<file path="config.mk">
export PLATFORM = sky130hd
export DESIGN_NAME = dual_pwm_speed_ramp_flat
export DESIGN_NICKNAME = d
export VERILOG_FILES = /design/src/dpsr_pkg.sv /design/src/dpsr_if.sv /design/src/dpsr_mul.sv /design/src/dpsr_div.sv /design/src/dual_pwm_speed_ramp.sv /design/src/flat_wrapper.sv
export SDC_FILE = /design/constraint.sdc
export NUM_CORES = 1
export LEC_CHECK = 0
export ABC_AREA = 1
export CAP_MARGIN = 20
export CORE_ASPECT_RATIO = 2
export CORE_UTILIZATION = 40
export CTS_BUF_LIST = sky130_fd_sc_hd__clkbuf_4 sky130_fd_sc_hd__clkbuf_8
export CTS_CLUSTER_DIAMETER = 200
export DETAILED_ROUTE_END_ITERATION = 10
export DONT_BUFFER_PORTS = 1
export PLACE_DENSITY = 0.59
export SETUP_SLACK_MARGIN = 0.3
export SKIP_CTS_REPAIR_TIMING = 1
export SYNTH_ARGS = -nofsm -noshare
export SYNTH_HDL_FRONTEND = slang
export SYNTH_SLANG_ARGS = --single-unit
</file>
<file path="constraint.sdc">
create_clock -name clk -period 4.6 [get_ports clk]
set_input_delay 0.46 -clock clk [delete_from_list [all_inputs] [get_ports clk]]
set_output_delay 0.46 -clock clk [all_outputs]
set_load 0.05 [all_outputs]
</file>
<file path="src/dpsr_pkg.sv">
// Shared constants, command codes and unit status type of the dual PWM speed ramp.
// Used by the channel interfaces, the serial units and the top level.
package dpsr_pkg;

  localparam int MOTOR_COUNT = 2;
  localparam int MIDX_W      = (MOTOR_COUNT > 1) ? $clog2(MOTOR_COUNT) : 1;
  localparam int NOUT        = (MOTOR_COUNT > 1) ? 2 : 1;

  localparam int FUNC_W  = 2;
  localparam int TGT_W   = 8;
  localparam int DUR_W   = 16;
  localparam int SPEED_W = 7;
  localparam int LEVEL_W = 16;
  localparam int DELTA_W = 8;
  localparam int STEP_W  = 13;

  localparam int unsigned FULL_SPEED = 100;
  localparam int unsigned WRAP_RESET = 5000;
  localparam int unsigned TICK_MS    = 10;

  // serial shift-add multiplier: wide operand times a speed-sized digit string
  localparam int MUL_AW = 16;
  localparam int MUL_BW = SPEED_W;
  localparam int MUL_PW = MUL_AW + MUL_BW;
  localparam int MUL_CW = $clog2(MUL_BW + 1);

  // serial restoring divider, one quotient bit per cycle
  localparam int DIV_NW = MUL_PW;
  localparam int DIV_DW = 16;
  localparam int DIV_CW = $clog2(DIV_NW + 1);

  typedef enum logic [FUNC_W-1:0] {
    FN_SET  = 2'd0,
    FN_RAMP = 2'd1,
    FN_TICK = 2'd2,
    FN_NOP  = 2'd3
  } func_t;

  typedef struct packed {
    logic busy;
    logic done;
  } unit_stat_t;

endpackage

</file>
<file path="src/dpsr_if.sv">
// Valid/ready channel interfaces for commands in and status results out.
// Depends on dpsr_pkg for the field widths.
interface dpsr_in_if;
  logic                         valid;
  logic                         ready;
  logic [dpsr_pkg::FUNC_W-1:0]  func;
  logic                         motor_sel;
  logic [dpsr_pkg::TGT_W-1:0]   target;
  logic [dpsr_pkg::DUR_W-1:0]   ramp_ms;

  modport source (output valid, func, motor_sel, target, ramp_ms, input ready);
  modport sink   (input valid, func, motor_sel, target, ramp_ms, output ready);
endinterface

interface dpsr_out_if;
  logic                         valid;
  logic                         ready;
  logic [dpsr_pkg::SPEED_W-1:0] speed_a;
  logic [dpsr_pkg::SPEED_W-1:0] speed_b;
  logic [dpsr_pkg::LEVEL_W-1:0] level_a;
  logic [dpsr_pkg::LEVEL_W-1:0] level_b;
  logic                         running;
  logic                         ramping_a;
  logic                         ramping_b;

  modport source (output valid, speed_a, speed_b, level_a, level_b, running,
                  ramping_a, ramping_b, input ready);
  modport sink   (input valid, speed_a, speed_b, level_a, level_b, running,
                  ramping_a, ramping_b, output ready);
endinterface

</file>
<file path="src/dpsr_mul.sv">
// Bit-serial shift-add multiplier, one multiplier bit per cycle, MSB first.
// Depends on dpsr_pkg.
module dpsr_mul (
  input  logic                       clk,
  input  logic                       rst_n,
  input  logic                       start,
  input  logic [dpsr_pkg::MUL_AW-1:0] a,
  input  logic [dpsr_pkg::MUL_BW-1:0] b,
  output logic [dpsr_pkg::MUL_PW-1:0] product,
  output dpsr_pkg::unit_stat_t       stat
);
  import dpsr_pkg::*;

  logic [MUL_PW-1:0] acc_r, acc_nxt;
  logic [MUL_AW-1:0] mc_r;
  logic [MUL_BW-1:0] mp_r;
  logic [MUL_CW-1:0] cnt_r;
  logic              busy_r, done_r;

  // double the partial sum and add the multiplicand for the current digit
  assign acc_nxt = {acc_r[MUL_PW-2:0], 1'b0} +
                   (mp_r[MUL_BW-1] ? MUL_PW'(mc_r) : '0);

  always_ff @(posedge clk) begin
    if (!rst_n) begin
      busy_r <= 1'b0;
      done_r <= 1'b0;
      cnt_r  <= '0;
    end else begin
      done_r <= 1'b0;
      if (start) begin
        busy_r <= 1'b1;
        cnt_r  <= MUL_CW'(MUL_BW);
        acc_r  <= '0;
        mc_r   <= a;
        mp_r   <= b;
      end else if (busy_r) begin
        acc_r <= acc_nxt;
        mp_r  <= {mp_r[MUL_BW-2:0], 1'b0};
        cnt_r <= cnt_r - 1'b1;
        if (cnt_r == MUL_CW'(1)) begin
          busy_r <= 1'b0;
          done_r <= 1'b1;
        end
      end
    end
  end

  assign product   = acc_r;
  assign stat.busy = busy_r;
  assign stat.done = done_r;

endmodule

</file>
<file path="src/dpsr_div.sv">
// Serial restoring divider, one quotient bit per cycle.
// Depends on dpsr_pkg. Divisor must be nonzero.
module dpsr_div (
  input  logic                       clk,
  input  logic                       rst_n,
  input  logic                       start,
  input  logic [dpsr_pkg::DIV_NW-1:0] dividend,
  input  logic [dpsr_pkg::DIV_DW-1:0] divisor,
  output logic [dpsr_pkg::DIV_NW-1:0] quotient,
  output dpsr_pkg::unit_stat_t       stat
);
  import dpsr_pkg::*;

  logic [DIV_DW-1:0] rem_r, rem_nxt;
  logic [DIV_NW-1:0] q_r;
  logic [DIV_DW-1:0] dv_r;
  logic [DIV_CW-1:0] cnt_r;
  logic              busy_r, done_r;
  logic [DIV_DW:0]   rem_sh;
  logic              ge;

  // bring down the next dividend bit, subtract when it fits
  always_comb begin
    rem_sh  = {rem_r, q_r[DIV_NW-1]};
    ge      = (rem_sh >= {1'b0, dv_r});
    rem_nxt = ge ? DIV_DW'(rem_sh - {1'b0, dv_r}) : rem_sh[DIV_DW-1:0];
  end

  always_ff @(posedge clk) begin
    if (!rst_n) begin
      busy_r <= 1'b0;
      done_r <= 1'b0;
      cnt_r  <= '0;
    end else begin
      done_r <= 1'b0;
      if (start) begin
        busy_r <= 1'b1;
        cnt_r  <= DIV_CW'(DIV_NW);
        rem_r  <= '0;
        q_r    <= dividend;
        dv_r   <= divisor;
      end else if (busy_r) begin
        rem_r <= rem_nxt;
        q_r   <= {q_r[DIV_NW-2:0], ge};
        cnt_r <= cnt_r - 1'b1;
        if (cnt_r == DIV_CW'(1)) begin
          busy_r <= 1'b0;
          done_r <= 1'b1;
        end
      end
    end
  end

  assign quotient  = q_r;
  assign stat.busy = busy_r;
  assign stat.done = done_r;

endmodule

</file>
<file path="src/dual_pwm_speed_ramp.sv">
// Dual motor speed controller with linear ramps and PWM level output.
// Depends on dpsr_pkg, dpsr_if, dpsr_mul and dpsr_div.
//
// One command at a time: set speed, start ramp or 10 ms tick; each returns one status
// beat with both speeds, both PWM levels (wrap * speed / 100) and the ramp flags.
// A set or an unused code runs the 7-step serial multiplier and the 23-step serial
// divider that compute the two levels one after the other; a ramp that starts first
// runs the divider once for steps = duration / 10, and a tick visits each motor in
// turn and runs a multiply and a divide for each motor whose ramp is active. The next
// command is taken once the current one has been handed to the output register,
// even while that result still waits; a result that has not been taken when the next
// one is ready holds the block until it goes.
module dual_pwm_speed_ramp (
  input  logic                        clk,
  input  logic                        rst_n,
  input  logic                        cfg_we,
  input  logic [dpsr_pkg::LEVEL_W-1:0] cfg_wdata,
  dpsr_in_if.sink                     in_ch,
  dpsr_out_if.source                  out_ch
);
  import dpsr_pkg::*;

  typedef enum logic [3:0] {
    S_IDLE, S_CMD, S_DUR, S_TSEL, S_TMUL, S_TDIV, S_LMUL, S_LDIV, S_DONE
  } state_t;

  state_t state_r, state_nxt;

  logic [LEVEL_W-1:0] wrap_r, wrap_nxt;

  // per-motor state
  logic [SPEED_W-1:0] speed_now_r   [MOTOR_COUNT];
  logic [SPEED_W-1:0] speed_now_nxt [MOTOR_COUNT];
  logic [SPEED_W-1:0] origin_r      [MOTOR_COUNT];
  logic [SPEED_W-1:0] origin_nxt    [MOTOR_COUNT];
  logic [DELTA_W-1:0] delta_r       [MOTOR_COUNT];
  logic [DELTA_W-1:0] delta_nxt     [MOTOR_COUNT];
  logic [STEP_W-1:0]  total_r       [MOTOR_COUNT];
  logic [STEP_W-1:0]  total_nxt     [MOTOR_COUNT];
  logic [STEP_W-1:0]  count_r       [MOTOR_COUNT];
  logic [STEP_W-1:0]  count_nxt     [MOTOR_COUNT];
  logic               ramp_on_r     [MOTOR_COUNT];
  logic               ramp_on_nxt   [MOTOR_COUNT];

  // latched command
  func_t              func_r, func_nxt;
  logic               sel_ok_r, sel_ok_nxt;
  logic [SPEED_W-1:0] tgt_r, tgt_nxt;
  logic [DUR_W-1:0]   dur_r, dur_nxt;
  logic [MIDX_W-1:0]  midx_r, midx_nxt;
  logic               lvl_idx_r, lvl_idx_nxt;
  logic [LEVEL_W-1:0] lvl_r   [NOUT];
  logic [LEVEL_W-1:0] lvl_nxt [NOUT];

  // unit operands
  logic               mul_start_r, mul_start_nxt;
  logic [MUL_AW-1:0]  mul_a_r, mul_a_nxt;
  logic [MUL_BW-1:0]  mul_b_r, mul_b_nxt;
  logic               div_start_r, div_start_nxt;
  logic [DIV_NW-1:0]  div_nd_r, div_nd_nxt;
  logic [DIV_DW-1:0]  div_dv_r, div_dv_nxt;

  logic [MUL_PW-1:0]  mul_prod;
  logic [DIV_NW-1:0]  div_quot;
  unit_stat_t         mul_stat, div_stat;

  // output register
  logic               out_valid_r, out_valid_nxt;
  logic [SPEED_W-1:0] o_speed_a_r, o_speed_a_nxt, o_speed_b_r, o_speed_b_nxt;
  logic [LEVEL_W-1:0] o_level_a_r, o_level_a_nxt, o_level_b_r, o_level_b_nxt;
  logic               o_run_r, o_run_nxt, o_ramp_a_r, o_ramp_a_nxt, o_ramp_b_r, o_ramp_b_nxt;

  // current motor view, one read address
  logic [SPEED_W-1:0] cur_speed, cur_origin, cur_mag, cur_q;
  logic [DELTA_W-1:0] cur_delta;
  logic [STEP_W-1:0]  cur_total, cnt_new;
  logic [SPEED_W+1:0] sum_w;
  logic [SPEED_W-1:0] step_speed;
  logic [STEP_W-1:0]  steps_q;
  logic               any_run;
  logic               last_motor;

  assign cur_speed  = speed_now_r[midx_r];
  assign cur_origin = origin_r[midx_r];
  assign cur_delta  = delta_r[midx_r];
  assign cur_total  = total_r[midx_r];
  assign cnt_new    = count_r[midx_r] + 1'b1;
  assign cur_mag    = cur_delta[DELTA_W-1] ? SPEED_W'(~cur_delta + 1'b1)
                                           : cur_delta[SPEED_W-1:0];
  assign cur_q      = div_quot[SPEED_W-1:0];
  assign last_motor = (midx_r == MIDX_W'(MOTOR_COUNT - 1));
  assign steps_q    = (div_quot[STEP_W-1:0] == '0) ? STEP_W'(1) : div_quot[STEP_W-1:0];

  // origin plus or minus the scaled step, clamped to 0..100
  always_comb begin
    sum_w = cur_delta[DELTA_W-1] ? ({2'b0, cur_origin} - {2'b0, cur_q})
                                 : ({2'b0, cur_origin} + {2'b0, cur_q});
    if (sum_w[SPEED_W+1]) begin
      step_speed = '0;
    end else if (sum_w > (SPEED_W+2)'(FULL_SPEED)) begin
      step_speed = SPEED_W'(FULL_SPEED);
    end else begin
      step_speed = sum_w[SPEED_W-1:0];
    end
  end

  always_comb begin
    any_run = 1'b0;
    for (int k = 0; k < MOTOR_COUNT; k++) begin
      any_run = any_run | (speed_now_r[k] != '0);
    end
  end

  dpsr_mul u_mul (
    .clk     (clk),
    .rst_n   (rst_n),
    .start   (mul_start_r),
    .a       (mul_a_r),
    .b       (mul_b_r),
    .product (mul_prod),
    .stat    (mul_stat)
  );

  dpsr_div u_div (
    .clk      (clk),
    .rst_n    (rst_n),
    .start    (div_start_r),
    .dividend (div_nd_r),
    .divisor  (div_dv_r),
    .quotient (div_quot),
    .stat     (div_stat)
  );

  always_comb begin
    state_nxt     = state_r;
    wrap_nxt      = cfg_we ? cfg_wdata : wrap_r;
    speed_now_nxt = speed_now_r;
    origin_nxt    = origin_r;
    delta_nxt     = delta_r;
    total_nxt     = total_r;
    count_nxt     = count_r;
    ramp_on_nxt   = ramp_on_r;
    func_nxt      = func_r;
    sel_ok_nxt    = sel_ok_r;
    tgt_nxt       = tgt_r;
    dur_nxt       = dur_r;
    midx_nxt      = midx_r;
    lvl_idx_nxt   = lvl_idx_r;
    lvl_nxt       = lvl_r;
    mul_start_nxt = 1'b0;
    mul_a_nxt     = mul_a_r;
    mul_b_nxt     = mul_b_r;
    div_start_nxt = 1'b0;
    div_nd_nxt    = div_nd_r;
    div_dv_nxt    = div_dv_r;
    out_valid_nxt = out_valid_r && !out_ch.ready;
    o_speed_a_nxt = o_speed_a_r;
    o_speed_b_nxt = o_speed_b_r;
    o_level_a_nxt = o_level_a_r;
    o_level_b_nxt = o_level_b_r;
    o_run_nxt     = o_run_r;
    o_ramp_a_nxt  = o_ramp_a_r;
    o_ramp_b_nxt  = o_ramp_b_r;

    unique case (state_r)
      S_IDLE: begin
        if (in_ch.valid) begin
          func_nxt   = func_t'(in_ch.func);
          sel_ok_nxt = (32'(in_ch.motor_sel) < MOTOR_COUNT);
          midx_nxt   = MIDX_W'(in_ch.motor_sel);
          tgt_nxt    = (in_ch.target > TGT_W'(FULL_SPEED)) ? SPEED_W'(FULL_SPEED)
                                                           : in_ch.target[SPEED_W-1:0];
          dur_nxt    = in_ch.ramp_ms;
          state_nxt  = S_CMD;
        end
      end
      S_CMD: begin
        state_nxt = S_LMUL;
        unique case (func_r)
          FN_SET: begin
            if (sel_ok_r) begin
              speed_now_nxt[midx_r] = tgt_r;
              ramp_on_nxt[midx_r]   = 1'b0;
            end
          end
          FN_RAMP: begin
            if (sel_ok_r) begin
              if (tgt_r == cur_speed || dur_r == '0) begin
                speed_now_nxt[midx_r] = tgt_r;
                ramp_on_nxt[midx_r]   = 1'b0;
              end else begin
                origin_nxt[midx_r]  = cur_speed;
                delta_nxt[midx_r]   = DELTA_W'({1'b0, tgt_r}) - DELTA_W'({1'b0, cur_speed});
                count_nxt[midx_r]   = '0;
                ramp_on_nxt[midx_r] = 1'b1;
                div_start_nxt       = 1'b1;
                div_nd_nxt          = DIV_NW'(dur_r);
                div_dv_nxt          = DIV_DW'(TICK_MS);
                state_nxt           = S_DUR;
              end
            end
          end
          FN_TICK: begin
            midx_nxt  = '0;
            state_nxt = S_TSEL;
          end
          default: begin
          end
        endcase
      end
      S_DUR: begin
        if (div_stat.done) begin
          total_nxt[midx_r] = steps_q;
          state_nxt         = S_LMUL;
        end
      end
      S_TSEL: begin
        if (ramp_on_r[midx_r]) begin
          count_nxt[midx_r] = cnt_new;
          mul_start_nxt     = 1'b1;
          mul_a_nxt         = MUL_AW'(cnt_new);
          mul_b_nxt         = cur_mag;
          state_nxt         = S_TMUL;
        end else if (last_motor) begin
          state_nxt = S_LMUL;
        end else begin
          midx_nxt = midx_r + 1'b1;
        end
      end
      S_TMUL: begin
        if (mul_stat.done) begin
          div_start_nxt = 1'b1;
          div_nd_nxt    = DIV_NW'(mul_prod);
          div_dv_nxt    = DIV_DW'(cur_total);
          state_nxt     = S_TDIV;
        end
      end
      S_TDIV: begin
        if (div_stat.done) begin
          speed_now_nxt[midx_r] = step_speed;
          if (count_r[midx_r] >= cur_total) begin
            ramp_on_nxt[midx_r] = 1'b0;
          end
          if (last_motor) begin
            state_nxt = S_LMUL;
          end else begin
            midx_nxt  = midx_r + 1'b1;
            state_nxt = S_TSEL;
          end
        end
      end
      S_LMUL: begin
        // on first entry, with the unit idle, kick the level product of motor 0
        if (!mul_stat.busy && !mul_start_r && lvl_idx_r == 1'b0 && !mul_stat.done) begin
          mul_start_nxt = 1'b1;
          mul_a_nxt     = wrap_r;
          mul_b_nxt     = speed_now_r[0];
          lvl_idx_nxt   = 1'b1;
        end else if (mul_stat.done) begin
          div_start_nxt = 1'b1;
          div_nd_nxt    = mul_prod;
          div_dv_nxt    = DIV_DW'(FULL_SPEED);
          state_nxt     = S_LDIV;
        end
      end
      S_LDIV: begin
        if (div_stat.done) begin
          // lvl_idx_r is set once the motor 0 product is issued: 1 means motor 0 is done
          if (lvl_idx_r && NOUT > 1) begin
            lvl_nxt[0]    = div_quot[LEVEL_W-1:0];
            mul_start_nxt = 1'b1;
            mul_a_nxt     = wrap_r;
            mul_b_nxt     = speed_now_r[NOUT-1];
            lvl_idx_nxt   = 1'b0;
            state_nxt     = S_LMUL;
          end else begin
            lvl_nxt[NOUT-1] = div_quot[LEVEL_W-1:0];
            lvl_idx_nxt     = 1'b0;
            state_nxt       = S_DONE;
          end
        end
      end
      S_DONE: begin
        if (!out_valid_r || out_ch.ready) begin
          out_valid_nxt = 1'b1;
          o_speed_a_nxt = speed_now_r[0];
          o_level_a_nxt = lvl_r[0];
          o_ramp_a_nxt  = ramp_on_r[0];
          o_speed_b_nxt = (NOUT > 1) ? speed_now_r[NOUT-1] : '0;
          o_level_b_nxt = (NOUT > 1) ? lvl_r[NOUT-1] : '0;
          o_ramp_b_nxt  = (NOUT > 1) ? ramp_on_r[NOUT-1] : 1'b0;
          o_run_nxt     = any_run;
          state_nxt     = S_IDLE;
        end
      end
      default: state_nxt = S_IDLE;
    endcase
  end

  always_ff @(posedge clk) begin
    if (!rst_n) begin
      state_r     <= S_IDLE;
      wrap_r      <= LEVEL_W'(WRAP_RESET);
      lvl_idx_r   <= 1'b0;
      mul_start_r <= 1'b0;
      div_start_r <= 1'b0;
      out_valid_r <= 1'b0;
      for (int k = 0; k < MOTOR_COUNT; k++) begin
        speed_now_r[k] <= '0;
        origin_r[k]    <= '0;
        delta_r[k]     <= '0;
        total_r[k]     <= '0;
        count_r[k]     <= '0;
        ramp_on_r[k]   <= 1'b0;
      end
    end else begin
      state_r     <= state_nxt;
      wrap_r      <= wrap_nxt;
      lvl_idx_r   <= lvl_idx_nxt;
      mul_start_r <= mul_start_nxt;
      div_start_r <= div_start_nxt;
      out_valid_r <= out_valid_nxt;
      speed_now_r <= speed_now_nxt;
      origin_r    <= origin_nxt;
      delta_r     <= delta_nxt;
      total_r     <= total_nxt;
      count_r     <= count_nxt;
      ramp_on_r   <= ramp_on_nxt;
    end
    func_r      <= func_nxt;
    sel_ok_r    <= sel_ok_nxt;
    tgt_r       <= tgt_nxt;
    dur_r       <= dur_nxt;
    midx_r      <= midx_nxt;
    lvl_r       <= lvl_nxt;
    mul_a_r     <= mul_a_nxt;
    mul_b_r     <= mul_b_nxt;
    div_nd_r    <= div_nd_nxt;
    div_dv_r    <= div_dv_nxt;
    o_speed_a_r <= o_speed_a_nxt;
    o_speed_b_r <= o_speed_b_nxt;
    o_level_a_r <= o_level_a_nxt;
    o_level_b_r <= o_level_b_nxt;
    o_run_r     <= o_run_nxt;
    o_ramp_a_r  <= o_ramp_a_nxt;
    o_ramp_b_r  <= o_ramp_b_nxt;
  end

  assign in_ch.ready      = (state_r == S_IDLE);
  assign out_ch.valid     = out_valid_r;
  assign out_ch.speed_a   = o_speed_a_r;
  assign out_ch.speed_b   = o_speed_b_r;
  assign out_ch.level_a   = o_level_a_r;
  assign out_ch.level_b   = o_level_b_r;
  assign out_ch.running   = o_run_r;
  assign out_ch.ramping_a = o_ramp_a_r;
  assign out_ch.ramping_b = o_ramp_b_r;

endmodule

</file>
<file path="src/flat_wrapper.sv">
// flat-port wrapper written by rule: the top's interface ports become plain ports
module dual_pwm_speed_ramp_flat import dpsr_pkg::*;
  (clk, rst_n, cfg_we, cfg_wdata, in_ch_valid, in_ch_func, in_ch_motor_sel, in_ch_target, in_ch_ramp_ms, in_ch_ready, out_ch_valid, out_ch_speed_a, out_ch_speed_b, out_ch_level_a, out_ch_level_b, out_ch_running, out_ch_ramping_a, out_ch_ramping_b, out_ch_ready);
  dpsr_in_if in_ch_i ();
  dpsr_out_if out_ch_i ();
  input  logic clk;
  input  logic rst_n;
  input  logic cfg_we;
  input  logic [dpsr_pkg::LEVEL_W-1:0] cfg_wdata;
  input wire logic [$bits(in_ch_i.valid)-1:0] in_ch_valid;
  input wire logic [$bits(in_ch_i.func)-1:0] in_ch_func;
  input wire logic [$bits(in_ch_i.motor_sel)-1:0] in_ch_motor_sel;
  input wire logic [$bits(in_ch_i.target)-1:0] in_ch_target;
  input wire logic [$bits(in_ch_i.ramp_ms)-1:0] in_ch_ramp_ms;
  output wire logic [$bits(in_ch_i.ready)-1:0] in_ch_ready;
  output wire logic [$bits(out_ch_i.valid)-1:0] out_ch_valid;
  output wire logic [$bits(out_ch_i.speed_a)-1:0] out_ch_speed_a;
  output wire logic [$bits(out_ch_i.speed_b)-1:0] out_ch_speed_b;
  output wire logic [$bits(out_ch_i.level_a)-1:0] out_ch_level_a;
  output wire logic [$bits(out_ch_i.level_b)-1:0] out_ch_level_b;
  output wire logic [$bits(out_ch_i.running)-1:0] out_ch_running;
  output wire logic [$bits(out_ch_i.ramping_a)-1:0] out_ch_ramping_a;
  output wire logic [$bits(out_ch_i.ramping_b)-1:0] out_ch_ramping_b;
  input wire logic [$bits(out_ch_i.ready)-1:0] out_ch_ready;
  assign in_ch_i.valid = in_ch_valid;
  assign in_ch_i.func = in_ch_func;
  assign in_ch_i.motor_sel = in_ch_motor_sel;
  assign in_ch_i.target = in_ch_target;
  assign in_ch_i.ramp_ms = in_ch_ramp_ms;
  assign in_ch_ready = in_ch_i.ready;
  assign out_ch_valid = out_ch_i.valid;
  assign out_ch_speed_a = out_ch_i.speed_a;
  assign out_ch_speed_b = out_ch_i.speed_b;
  assign out_ch_level_a = out_ch_i.level_a;
  assign out_ch_level_b = out_ch_i.level_b;
  assign out_ch_running = out_ch_i.running;
  assign out_ch_ramping_a = out_ch_i.ramping_a;
  assign out_ch_ramping_b = out_ch_i.ramping_b;
  assign out_ch_i.ready = out_ch_ready;
  dual_pwm_speed_ramp u_core (.clk(clk), .rst_n(rst_n), .cfg_we(cfg_we), .cfg_wdata(cfg_wdata), .in_ch(in_ch_i), .out_ch(out_ch_i));
endmodule
</file>
==> tab_implementation.tex, run 1 <==
\begin{tabular}{lr}
\hline
Metric & Value \\
\hline
\multicolumn{2}{l}{\textbf{Final layout}} \\
\quad Final core utilization & 45.71\% \\
\quad Area taken by multi-input logic gates & around 0.007 sq mm \\
\quad Area of all placed cells without fillers & around 0.021 sq mm \\
\quad Total area of sequential cells & approximately 0.011 sq mm \\
\quad Fin nets & 2,162 \\
\quad Share of cells above drive strength 1 & 9.339\% \\
\quad Signed area change from the synthesized netlist to the final layout & 12.63\% \\
\quad \# fillers & 4,414 \\
\multicolumn{2}{l}{\textbf{Flow run}} \\
\quad Max-capacitance violation count & 0 \\
\multicolumn{2}{l}{\textbf{Timing}} \\
\quad Highest clock frequency the design can meet & a little over 300 MHz \\
\quad Headroom to the max-slew limit & between 30\% and 40\% \\
\quad Final setup violation count & 0 \\
\quad Largest clock skew in the final design & 25.67 ps \\
\quad Tightest Pin Transition & 1030 ps \\
\quad Pins over their slew limit & 0 \\
\quad Period utilisation layout & a little over 70\% \\
\quad Final Hold Slack & -0.2462 ps \\
\quad Final Hold Viols & 1 \\
\quad Fin Setup TNS & 0 ps \\
\quad Setup repair after global routing missed its margin & no \\
\quad Final critical-path required period & 3274 ps \\
\multicolumn{2}{l}{\textbf{Die}} \\
\quad Floorplan Core Area & 0.04597 sq mm \\
\quad Io pins & 99 \\
\quad Height of the die & 307.4 microns \\
\quad Effective utilization at floorplan & roughly two fifths \\
\quad DIE AREA & around 0.048 sq mm \\
\quad Die X & between 150 and 200 microns \\
\quad FP Rows & between 100 and 150 \\
\multicolumn{2}{l}{\textbf{Synth}} \\
\quad Top-area cell type share of the netlist area & between 40\% and 50\% \\
\quad Distinct cell type count of the synthesized netlist & 55 \\
\quad Ys flop type & edfxtp\_1 \\
\quad Combined area of all synthesized cells & 0.01866 sq mm \\
\quad Cell with the most instances after synthesis & nand2\_1 \\
\quad Top cells by area in the synthesized netlist & edfxtp\_1, dfxtp\_1, nand2\_1, a21oi\_1, o21ai\_0 \\
\quad Ys async rst share & 0\% \\
\quad Ranking of synthesized cells by instance count & nand2\_1, edfxtp\_1, inv\_1 \\
\quad Synthesized net count & about 2,100 \\
\quad Mean cell area of the mapped netlist & between 9 and 10 sq um \\
\quad Register area share after synthesis & between 50\% and 60\% \\
\quad Post-synth EDFFs & between 200 and 300 \\
\quad Cell type with the largest total area after synthesis & edfxtp\_1 \\
\quad Cells after Synth & approximately 2,000 \\
\quad Seq cells post-synth & roughly 400 \\
\quad Yosys warnings & 0 \\
\multicolumn{2}{l}{\textbf{CTS}} \\
\quad Clk buf depth & 3 \\
\quad Clock sink count & between 300 and 400 \\
\quad Master cell of the clock root buffer & clkbuf\_8 \\
\quad Clock-pin transition on the worst setup and hold timing paths & 70 ps \\
\quad Clk Latency, worst-skew pair & approximately 650 ps \\
\quad CTS H-tree depth & 2 \\
\quad TritonCTS clock tree & built \\
\quad Cts bufs inserted & 56 \\
\multicolumn{2}{l}{\textbf{Routing}} \\
\quad First drt pass iteration count & 5 \\
\quad Highest routing layer actually used & met4 \\
\quad Number of nets still failing antenna checks after routing & 0 \\
\quad Detail Route met2 WL & around 27,000 microns \\
\quad Wire length on met1 & $\sim$17,000 microns \\
\quad Number of vias in the routed layout & 13,950 \\
\quad Total met3 wirelength after detailed routing & $\sim$1800 microns \\
\quad Vias per std cell & about 5 \\
\quad Wire length per cell after detailed routing & roughly 19 microns \\
\quad Total length of routed wires & approximately 50,000 microns \\
\quad DRC violations left & 0 \\
\quad Starting DRC count in detailed routing & 962 \\
\multicolumn{2}{l}{\textbf{Setup path}} \\
\quad Register-to-Register Path Depth & 10 \\
\quad R2r endpoint & u\_core.div\_nd\_r[13] \\
\quad Required time at the endpoint of the critical path & $\sim$4800 ps \\
\quad Kind of end point of the critical path & flop \\
\quad Crit-path max FO & between 60 and 70 \\
\quad Critical path arrival & around 3500 ps \\
\quad Origin of the critical flop-to-flop path & u\_core.last\_motor \\
\quad Register-to-Register Setup Slack & 1330 ps \\
\quad Worst setup SP type & flop \\
\quad CP Class & reg2reg \\
\multicolumn{2}{l}{\textbf{Status}} \\
\quad Violated checks & hold timing \\
\quad Result of the run & finished with violations \\
\multicolumn{2}{l}{\textbf{Global route}} \\
\quad GRT Residual Overflow & 0 \\
\quad Overall track demand over capacity in global routing & roughly a fifth \\
\quad First-pass GRT wire length & around 75,000 microns \\
\quad Number of global-route vias before repair & between 10,000 and 15,000 \\
\quad Number of antenna violations at the first check in global routing & 1 \\
\quad Maximum number of pins on one net before global-route repair & 80 \\
\multicolumn{2}{l}{\textbf{Placed design}} \\
\quad Post-detail-place hpwl & around 38,000 microns \\
\quad Standard cell area after detailed placement & slightly below 0.02 sq mm \\
\quad Port bufs & 0 \\
\quad GPL Wtd Cong & 0.9253 \\
\multicolumn{2}{l}{\textbf{Power and ir drop}} \\
\quad Leakage power figure & 8.439 nW \\
\quad Power density cells & around 470 mW/mm\^{}2 \\
\quad Maximum vdd ir drop & between 200 and 250 uV \\
\quad Final Power & 0.009963 W \\
\multicolumn{2}{l}{\textbf{Worst hold path}} \\
\quad Origin of the worst min-delay path & cfg\_we \\
\quad Worst hold endpoint & u\_core.wrap\_r[11] \\
\quad Hold Path Stages & 2 \\
\quad Hold Path Class & in2reg \\
\hline
\end{tabular}
state kept, by name (all words and copies together), names as in the netlist, 5 cells and up, named ones only:
name                   count
u_core.mul_b_r             7
u_core.u_div.cnt_r         5
u_core.out_ch.speed_a      7
u_core.u_div.dv_r         13
u_core.wrap_r             16
u_core.out_ch.speed_b      7
u_core.count_r            26
u_core.u_mul.mp_r          7
u_core.div_nd_r           23
u_core.mul_a_r            16
u_core.origin_r           14
u_core.speed_now_r        14
u_core.u_div.quotient     23
u_core.div_dv_r           13
u_core.tgt_r               7
u_core.u_mul.product      23
u_core.u_div.rem_r        16
u_core.out_ch.level_b     16
u_core.total_r            26
u_core.delta_r            16
u_core.u_mul.mc_r         16
u_core.out_ch.level_a     16
u_core.lvl_r              32
u_core.dur_r              16
placed cells by master (no fill, tap or decap), types with 3 or more instances in the layout:
| cell | count |
|---|---|
| o21ai_0 | 194 |
| nand2_1 | 375 |
| o221ai_1 | 7 |
| or2_2 | 9 |
| o21ai_2 | 4 |
| bufinv_16 | 9 |
| clkinv_1 | 9 |
| o211ai_1 | 7 |
| nor2_4 | 4 |
| nor4_1 | 8 |
| xor2_1 | 16 |
| a21oi_1 | 193 |
| xnor2_1 | 9 |
| dlygate4sd3_1 | 36 |
| a31oi_1 | 3 |
| o21bai_1 | 6 |
| o21a_1 | 5 |
| nand4_1 | 21 |
| nand3_1 | 95 |
| clkinv_2 | 5 |
| edfxtp_1 | 264 |
| inv_2 | 17 |
| dfxtp_1 | 134 |
| o21ai_1 | 8 |
| nor3_2 | 4 |
| clkbuf_8 | 58 |
| nor3_1 | 11 |
| buf_4 | 15 |
| fa_1 | 5 |
| clkbuf_4 | 23 |
| nand2_2 | 16 |
| inv_1 | 239 |
| nor2_2 | 13 |
| nor2_1 | 150 |
| ha_1 | 69 |
| o22ai_1 | 6 |
| mux2i_1 | 10 |
critical path, cell delays in order, from the launching register on:
cell and delay [ps]:
edfxtp_1 370, buf_4 580, o21ai_0 270, ha_1 420, nand2_1 90, nor2_1 110, nand4_1 100, nand3_1 120
nor2_1 60, inv_2 230, nand2_1 460
logic make-up after synthesis:
logic type	after synthesis	share of synthesized area, %
AND/OR/NAND/NOR	716	16.64
multiplexers	10	0.5365
AO/OA/AOI/OAI	448	12.82
flip-flops	398	56.86
XOR/XNOR	25	1.173
adder cells (fa/ha/maj)	74	5.163
buffers and inverters	322	6.806
power by group:
part	internal, W	leakage, nW	switching (W)	total [W]
clock	0.00188	0.699	0.00138	0.00326
sequential	0.00414	3.49	0.000180	0.00432
combinational	0.000700	4.25	0.00169	0.00239
total	0.00672	8.44	0.00324	0.00996
cell type report:
cell class                 instances  area share [%]
tap                              621           3.697
multi-input combinational       1273           32.37
sequential                       398           50.49
antenna                            1         0.01191
timing repair buffer              53           2.441
clock inverter                    25           1.762
inverter                         258           4.608
clock buffer                      81           4.620
metal layers:
metal  global-route usage (%)  vias up
li1                         -     6857
met1                    19.83     6559
met4                    15.45        0
met3                    3.110      155
met2                    40.38      374
met5                        0        -
through the flow:
step / instances / setup slack (ps)
final: 2710 / 1326
after global routing: 2710 / 1014
after CTS: 2671 / 1341
after detailed placement: 2565 / 1364
after global placement: 2565 / 1424
after floorplan: 1993 / 1105
worst max path at each step:
| stage | end | start | cells after the start | slack, ps |
|---|---|---|---|---|
| floorplan | u_core.out_ch.level_a[0] | u_core.state_r[0] | 3 | 1100 |
| global placement | u_core.u_div.quotient[0] | u_core.u_div.rem_r[1] | 11 | 1420 |
| detailed placement | u_core.div_nd_r[12] | u_core.last_motor | 10 | 1360 |
| CTS | u_core.div_nd_r[13] | u_core.last_motor | 10 | 1340 |
| global route | u_core.u_mul.product[15] | u_core.u_mul.mp_r[6] | 14 | 1010 |
| finish | u_core.div_nd_r[13] | u_core.last_motor | 10 | 1330 |
Power figures use the tool's default switching activity.
==> run 2: changes to the inputs <==
==> constraint.sdc (replaced) <==
create_clock -name clk -period 3.21 [get_ports clk]
set_input_delay 0.321 -clock clk [delete_from_list [all_inputs] [get_ports clk]]
set_output_delay 0.321 -clock clk [all_outputs]
set_load 0.05 [all_outputs]
==> run 2 against run 1 <==
  * Utilization increased by 0.81 points
  * First-iteration DRC count increased by 7.0%
  * Clock skew decreased by 2.2 ps
  * The flow now finishes without violations
  * Critical endpoint is now u_core.origin_r[10]
  * Flip-flop and latch count unchanged
  * Combinational power increased by 55%
  * Cell count increased by 1.5%
==> tab_implementation.tex, run 2 (synthesis gave the netlist of run 1 again) <==
\begin{tabular}{lr}
\hline
Metric & Value \\
\hline
\multicolumn{2}{l}{\textbf{Status}} \\
\quad Result of the run & finished, final reports clean \\
\multicolumn{2}{l}{\textbf{Routing}} \\
\quad First drt pass iteration count & 5 \\
\quad Total length of routed wires & about 51,000 microns \\
\quad Number of nets still failing antenna checks after routing & 0 \\
\quad Vias per std cell & 5.184 \\
\quad Starting DRC count in detailed routing & 1,029 \\
\quad Wire length per cell after detailed routing & around 19 microns \\
\quad Number of vias in the routed layout & about 14,000 \\
\quad DRC violations left & 0 \\
\multicolumn{2}{l}{\textbf{Die}} \\
\quad DIE AREA & roughly 0.048 sq mm \\
\quad Floorplan Core Area & between 0.04 and 0.05 sq mm \\
\quad Height of the die & $\sim$310 microns \\
\quad Die X & around 150 microns \\
\quad FP Rows & around 110 \\
\quad Io pins & 99 \\
\quad Effective utilization at floorplan & roughly two fifths \\
\multicolumn{2}{l}{\textbf{Setup path}} \\
\quad Required time at the endpoint of the critical path & 3740 ps \\
\quad Cell occurring most often along the worst timing path & o21ai\_0 \\
\quad Kind of end point of the critical path & flop \\
\quad Register-to-Register Setup Slack & approximately 310 ps \\
\quad Critical path arrival & around 3400 ps \\
\quad Origin of the critical flop-to-flop path & u\_core.last\_motor \\
\quad Crit path cell chain & buf\_12 -> o21ai\_0 -> ha\_1 -> nand2\_1 -> nor2\_1 -> nand4\_1 -> nand3\_1 -> nor2\_2 -> clkinv\_4 -> nor2\_4 -> inv\_2 -> o21ai\_0 -> a21oi\_1 \\
\quad R2r endpoint & u\_core.origin\_r[10] \\
\quad Register-to-Register Path Depth & 13 \\
\quad CP Class & reg2reg \\
\quad Max incr delay on CP & between 500 and 600 ps \\
\quad Crit-path max FO & 16 \\
\quad CP max stage cell & edfxtp\_1 \\
\quad Worst setup SP type & flop \\
\multicolumn{2}{l}{\textbf{Timing}} \\
\quad Fin Setup TNS & 0 ps \\
\quad Highest clock frequency the design can meet & about 350 MHz \\
\quad Tightest Pin Transition & a little over 900 ps \\
\quad Final setup violation count & 0 \\
\quad Final Hold Viols & 0 \\
\quad Headroom to the max-slew limit & about two fifths \\
\quad Final critical-path required period & $\sim$2900 ps \\
\quad Largest clock skew in the final design & $\sim$23 ps \\
\quad Pins over their slew limit & 0 \\
\quad Setup repair after global routing missed its margin & yes \\
\quad Period utilisation layout & between 90\% and 100\% \\
\multicolumn{2}{l}{\textbf{Placed design}} \\
\quad Port bufs & 0 \\
\quad GPL Wtd Cong & just over 0.9 \\
\quad Post-detail-place hpwl & 38,230 microns \\
\multicolumn{2}{l}{\textbf{Final layout}} \\
\quad Fin nets & about 2,200 \\
\quad Registers with the most flip-flops & u\_core.lvl\_r (32), u\_core.count\_r (26), u\_core.total\_r (26) \\
\quad \# fillers & roughly 4,400 \\
\quad Share of cells above drive strength 1 & a little under an eighth \\
\quad Area taken by multi-input logic gates & between 0.006 and 0.007 sq mm \\
\quad Signed area change from the synthesized netlist to the final layout & 14.62\% \\
\quad Flip-flop count of the largest register, all copies and words added & 32 \\
\quad Total area of sequential cells & about 0.011 sq mm \\
\quad Largest Register & u\_core.lvl\_r \\
\quad Most frequent cells in the layout & nand2\_1, edfxtp\_1, inv\_1 \\
\quad Most common library cell in the layout ignoring fill and taps & nand2\_1 \\
\multicolumn{2}{l}{\textbf{CTS}} \\
\quad TritonCTS clock tree & built \\
\quad Clock-pin transition on the worst setup and hold timing paths & around 70 ps \\
\quad Cts bufs inserted & 56 \\
\quad Master cell of the clock root buffer & clkbuf\_8 \\
\quad Clk buf depth & 3 \\
\quad Clock sink count & between 300 and 400 \\
\quad Clk Latency, worst-skew pair & between 600 and 700 ps \\
\quad CTS H-tree depth & 2 \\
\multicolumn{2}{l}{\textbf{Power and ir drop}} \\
\quad Maximum vdd ir drop & 307.4 uV \\
\quad Leakage power figure & about 8.6 nW \\
\quad Final Power & $\sim$0.014 W \\
\quad Power density cells & about 660 mW/mm\^{}2 \\
\multicolumn{2}{l}{\textbf{Global route}} \\
\quad GRT Residual Overflow & 0 \\
\quad First-pass GRT wire length & approximately 77,000 microns \\
\quad Maximum number of pins on one net before global-route repair & 80 \\
\quad Overall track demand over capacity in global routing & about a fifth \\
\quad Number of global-route vias before repair & 13,830 \\
\quad Number of antenna violations at the first check in global routing & 1 \\
\multicolumn{2}{l}{\textbf{Flow run}} \\
\quad Max-capacitance violation count & 0 \\
\multicolumn{2}{l}{\textbf{Worst hold path}} \\
\quad Hold Path Stages & 2 \\
\quad Hold Path Class & in2reg \\
\quad Worst hold endpoint & u\_core.last\_motor \\
\quad Origin of the worst min-delay path & in\_ch\_valid \\
\hline
\end{tabular}
## run 2: worst max path at each step
stage	startpoint	endpoint
2_1_floorplan	u_core.last_motor	u_core.speed_now_r[3]
3_3_place_gp	u_core.last_motor	u_core.speed_now_r[4]
3_5_place_dp	u_core.last_motor	u_core.speed_now_r[6]
4_1_cts	u_core.last_motor	u_core.speed_now_r[6]
5_1_grt	u_core.last_motor	u_core.origin_r[10]
6_report	u_core.last_motor	u_core.origin_r[10]
## run 2: metrics by stage
| step | std cells | hold slack [ps] | utilization (%) | setup slack [ps] | instance area (sq um) |
|---|---|---|---|---|---|
| 4_1_cts | 2692 | -274.1 | 44.98 | 312.7 | 20680 |
| 3_5_place_dp | 2587 | 404.5 | 42.36 | 337.5 | 19470 |
| 2_1_floorplan | 1993 | 400.3 | - | 308.5 | 18670 |
| 3_3_place_gp | 2587 | 401.2 | 42.36 | 431.3 | 19470 |
| 6_report | 2750 | 32.92 | 46.52 | 314.8 | 21390 |
| 5_1_grt | 2749 | 40.46 | 46.52 | 112.4 | 21380 |
## run 2: layer usage
layer | vias to the layer above | GRT usage, % | part of all wire, %
met5 | - | 0 | 0
met4 | 0 | 14.78 | 7.0
met3 | 153 | 2.913 | 3.9
met2 | 424 | 41.02 | 55
met1 | 6740 | 20.73 | 34
li1 | 6940 | - | -
## run 2: critical path, delay by kind of cell, from the launching register on
kind            cells  cell delay [ps]
buf+inv             3              570
fa+ha+maj           1              300
compound gates      3              540
simple gates        6              780
flops               1              560
## run 2: area by class of cell
type / instances / share of cell area (%)
inverter: 258 / 4.563
clock inverter: 24 / 1.018
timing repair buffer: 93 / 4.183
tap: 621 / 3.633
multi-input combinational: 1273 / 32.37
sequential: 398 / 49.61
clock buffer: 81 / 4.598
antenna: 2 / 0.02340
## run 2: power breakdown
group | switching, W | internal, W
Sequential | 0.000282 | 0.00593
Combinational | 0.00248 | 0.00123
Clock | 0.00197 | 0.00224
Total | 0.00473 | 0.00940
==> run 3: changes to the inputs <==
--- a/config.mk
+++ b/config.mk
@@ -14,8 +14,10 @@
 export DETAILED_ROUTE_END_ITERATION = 10
 export DONT_BUFFER_PORTS = 1
 export PLACE_DENSITY = 0.59
+export RECOVER_POWER = 50
 export SETUP_SLACK_MARGIN = 0.3
 export SKIP_CTS_REPAIR_TIMING = 1
 export SYNTH_ARGS = -nofsm -noshare
 export SYNTH_HDL_FRONTEND = slang
+export SYNTH_HIERARCHICAL = 1
 export SYNTH_SLANG_ARGS = --single-unit
==> run 3 against run 2 <==
  * The flow now finishes with violations (capacitance limit, slew limit)
  * Clock power about the same
  * Clock skew is 5.9 ps lower
  * Total power up 0.24%
  * Fmax increased by 4.9%
  * Largest cell class unchanged
==> tab_implementation.tex, run 3 <==
\begin{tabular}{lr}
\hline
Metric & Value \\
\hline
\multicolumn{2}{l}{\textbf{Timing}} \\
\quad Setup repair after global routing missed its margin & yes \\
\quad Final critical-path required period & approximately 2800 ps \\
\quad Final Hold Slack & around 50 ps \\
\quad Headroom to the max-slew limit & -11.37\% \\
\quad Tightest Pin Transition & 1671 ps \\
\quad Highest clock frequency the design can meet & approximately 360 MHz \\
\quad Fin Setup TNS & 0 ps \\
\quad Final setup violation count & 0 \\
\quad Period utilisation layout & a little under nine tenths \\
\quad Pins over their slew limit & 32 \\
\quad Final Hold Viols & 0 \\
\quad Largest clock skew in the final design & approximately 18 ps \\
\multicolumn{2}{l}{\textbf{Global route}} \\
\quad Number of global-route vias before repair & 15,160 \\
\quad GRT Residual Overflow & 0 \\
\quad Maximum number of pins on one net before global-route repair & between 90 and 100 \\
\quad Number of antenna violations at the first check in global routing & 1 \\
\quad Overall track demand over capacity in global routing & 21.71\% \\
\quad First-pass GRT wire length & 84,320 microns \\
\multicolumn{2}{l}{\textbf{Setup path}} \\
\quad CP Class & reg2reg \\
\quad Combined buffer and inverter count along the critical path & 3 \\
\quad Critical path arrival & a little over 3000 ps \\
\quad Origin of the critical flop-to-flop path & u\_core/last\_motor \\
\quad Worst setup SP type & flop \\
\quad Crit-path leading delay family & simple AND/OR/NAND/NOR gates \\
\quad Crit-path max FO & 13 \\
\quad Max incr delay on CP & $\sim$360 ps \\
\quad Required time at the endpoint of the critical path & between 3000 and 4000 ps \\
\quad R2r endpoint & u\_core/div\_dv\_r[1] \\
\quad Crit path cell chain & buf\_4 -> clkbuf\_16 -> nand2\_1 -> o21ai\_0 -> ha\_1 -> nand2\_1 -> nor2\_1 -> nand4\_1 -> nand4\_4 -> buf\_4 -> nand2\_1 \\
\quad Register-to-Register Setup Slack & about 450 ps \\
\quad Register-to-Register Path Depth & 11 \\
\quad CP max stage cell & edfxtp\_1 \\
\quad Cell occurring most often along the worst timing path & nand2\_1 \\
\quad Kind of end point of the critical path & flop \\
\multicolumn{2}{l}{\textbf{Routing}} \\
\quad Vias per std cell & around 5.1 \\
\quad DRC violations left & 0 \\
\quad First drt pass iteration count & 5 \\
\quad Wire length per cell after detailed routing & between 15 and 20 microns \\
\quad Starting DRC count in detailed routing & $\sim$1,000 \\
\quad Total length of routed wires & 55,740 microns \\
\quad Number of vias in the routed layout & 15,630 \\
\quad Number of nets still failing antenna checks after routing & 0 \\
\multicolumn{2}{l}{\textbf{Worst hold path}} \\
\quad Origin of the worst min-delay path & in\_ch\_target[7] \\
\quad Worst hold endpoint & u\_core/tgt\_r[3] \\
\quad Hold Path Stages & 3 \\
\quad Hold Path Class & in2reg \\
\multicolumn{2}{l}{\textbf{Synth}} \\
\quad Mean cell area of the mapped netlist & $\sim$9 sq um \\
\quad Cells after Synth & about 2,300 \\
\quad Combined area of all synthesized cells & roughly 0.02 sq mm \\
\quad Yosys warnings & 6 \\
\multicolumn{2}{l}{\textbf{CTS}} \\
\quad Clk Latency, worst-skew pair & 650 ps \\
\quad Clock-pin transition on the worst setup and hold timing paths & roughly 70 ps \\
\quad Master cell of the clock root buffer & clkbuf\_8 \\
\quad TritonCTS clock tree & built \\
\quad CTS H-tree depth & 2 \\
\quad Clock sink count & roughly 400 \\
\quad Cts bufs inserted & 57 \\
\quad Clk buf depth & 3 \\
\multicolumn{2}{l}{\textbf{Power and ir drop}} \\
\quad Power density cells & 627.4 mW/mm\^{}2 \\
\quad Maximum vdd ir drop & 370.2 uV \\
\quad Leakage power figure & 9.574 nW \\
\multicolumn{2}{l}{\textbf{Placed design}} \\
\quad GPL Wtd Cong & 0.9564 \\
\quad \# placed instances & around 2,900 \\
\quad Port bufs & 0 \\
\quad Post-detail-place hpwl & 42,160 microns \\
\multicolumn{2}{l}{\textbf{Die}} \\
\quad Effective utilization at floorplan & around two fifths \\
\quad Height of the die & about 320 microns \\
\quad Die X & roughly 160 microns \\
\quad Floorplan Core Area & between 0.04 and 0.05 sq mm \\
\quad Io pins & just under 100 \\
\quad DIE AREA & just over 0.05 sq mm \\
\quad FP Rows & between 100 and 150 \\
\multicolumn{2}{l}{\textbf{Final layout}} \\
\quad Most frequent cells in the layout & nand2\_1, inv\_1, edfxtp\_1 \\
\quad Registers with the most flip-flops & u\_core/lvl\_r (32), u\_core/count\_r (26), u\_core/total\_r (26) \\
\quad Final instance count without filler cells & slightly above 3,000 \\
\quad Fin nets & 2,479 \\
\quad Flip-flop count of the largest register, all copies and words added & 32 \\
\quad Signed area change from the synthesized netlist to the final layout & 13.41\% \\
\quad Share of cells above drive strength 1 & between 10\% and 20\% \\
\quad Largest Register & u\_core/lvl\_r \\
\quad Most common library cell in the layout ignoring fill and taps & nand2\_1 \\
\multicolumn{2}{l}{\textbf{Status}} \\
\quad Violated checks & capacitance limit, slew limit \\
\quad Result of the run & finished with violations \\
\multicolumn{2}{l}{\textbf{Flow run}} \\
\quad Max-capacitance violation count & 1 \\
\hline
\end{tabular}
[run 3: worst reg2reg max path, stage by stage, from the launching register on]
cell and delay, ps:
edfxtp_1 360, buf_4 190, clkbuf_16 180, nand2_1 60
o21ai_0 100, ha_1 360, nand2_1 60, nor2_1 110
nand4_1 220, nand4_4 190, buf_4 190, nand2_1 350
[run 3: final cells by class]
cell class              count  area (sq um)
fillers                  4835         26640
flip-flops and latches    401         10700
multi-input cells        1479          7739
inverters                 311          1170
clock buffers              86          1046
repair buffers            104         942.2
well taps                 643         804.5
clock inverters            20         168.9
diodes                      1         2.502
[run 3: metal layers]
layer | track usage, % | vias to the layer above | wire length (microns)
li1 | - | 7681 | -
met1 | 21.25 | 7294 | 19400
met2 | 41.28 | 487 | 29980
met3 | 2.935 | 169 | 2199
met4 | 15.36 | 0 | 4152
met5 | 0 | - | 0
[run 3: worst max-delay path by stage]
stage	cells past startpoint	startpoint	to
2_1_floorplan	21	u_core/last_motor	u_core/speed_now_r[7]
3_3_place_gp	13	u_core/last_motor	u_core/speed_now_r[4]
3_5_place_dp	12	u_core/last_motor	u_core/speed_now_r[9]
4_1_cts	12	u_core/last_motor	u_core/speed_now_r[9]
5_1_grt	12	u_core/last_motor	flop
6_report	11	u_core/last_motor	u_core/div_dv_r[1]
[run 3: metrics by stage]
stage	util, %	power (W)	area (sq um)	setup WS (ps)
finish	45.87	0.01416	22570	450.4
global route	45.87	0.01489	22570	146.4
CTS	44.74	0.01412	22010	338.9
detailed placement	42.27	0.009837	20800	351.5
global placement	42.27	0.009806	20800	377.4
floorplan	-	0.008629	19940	282.8
[run 3: power breakdown]
part | internal [W] | switching [W]
registers | 0.00598 | 0.000230
clock network | 0.00226 | 0.00197
logic | 0.00122 | 0.00250
total | 0.00946 | 0.00471
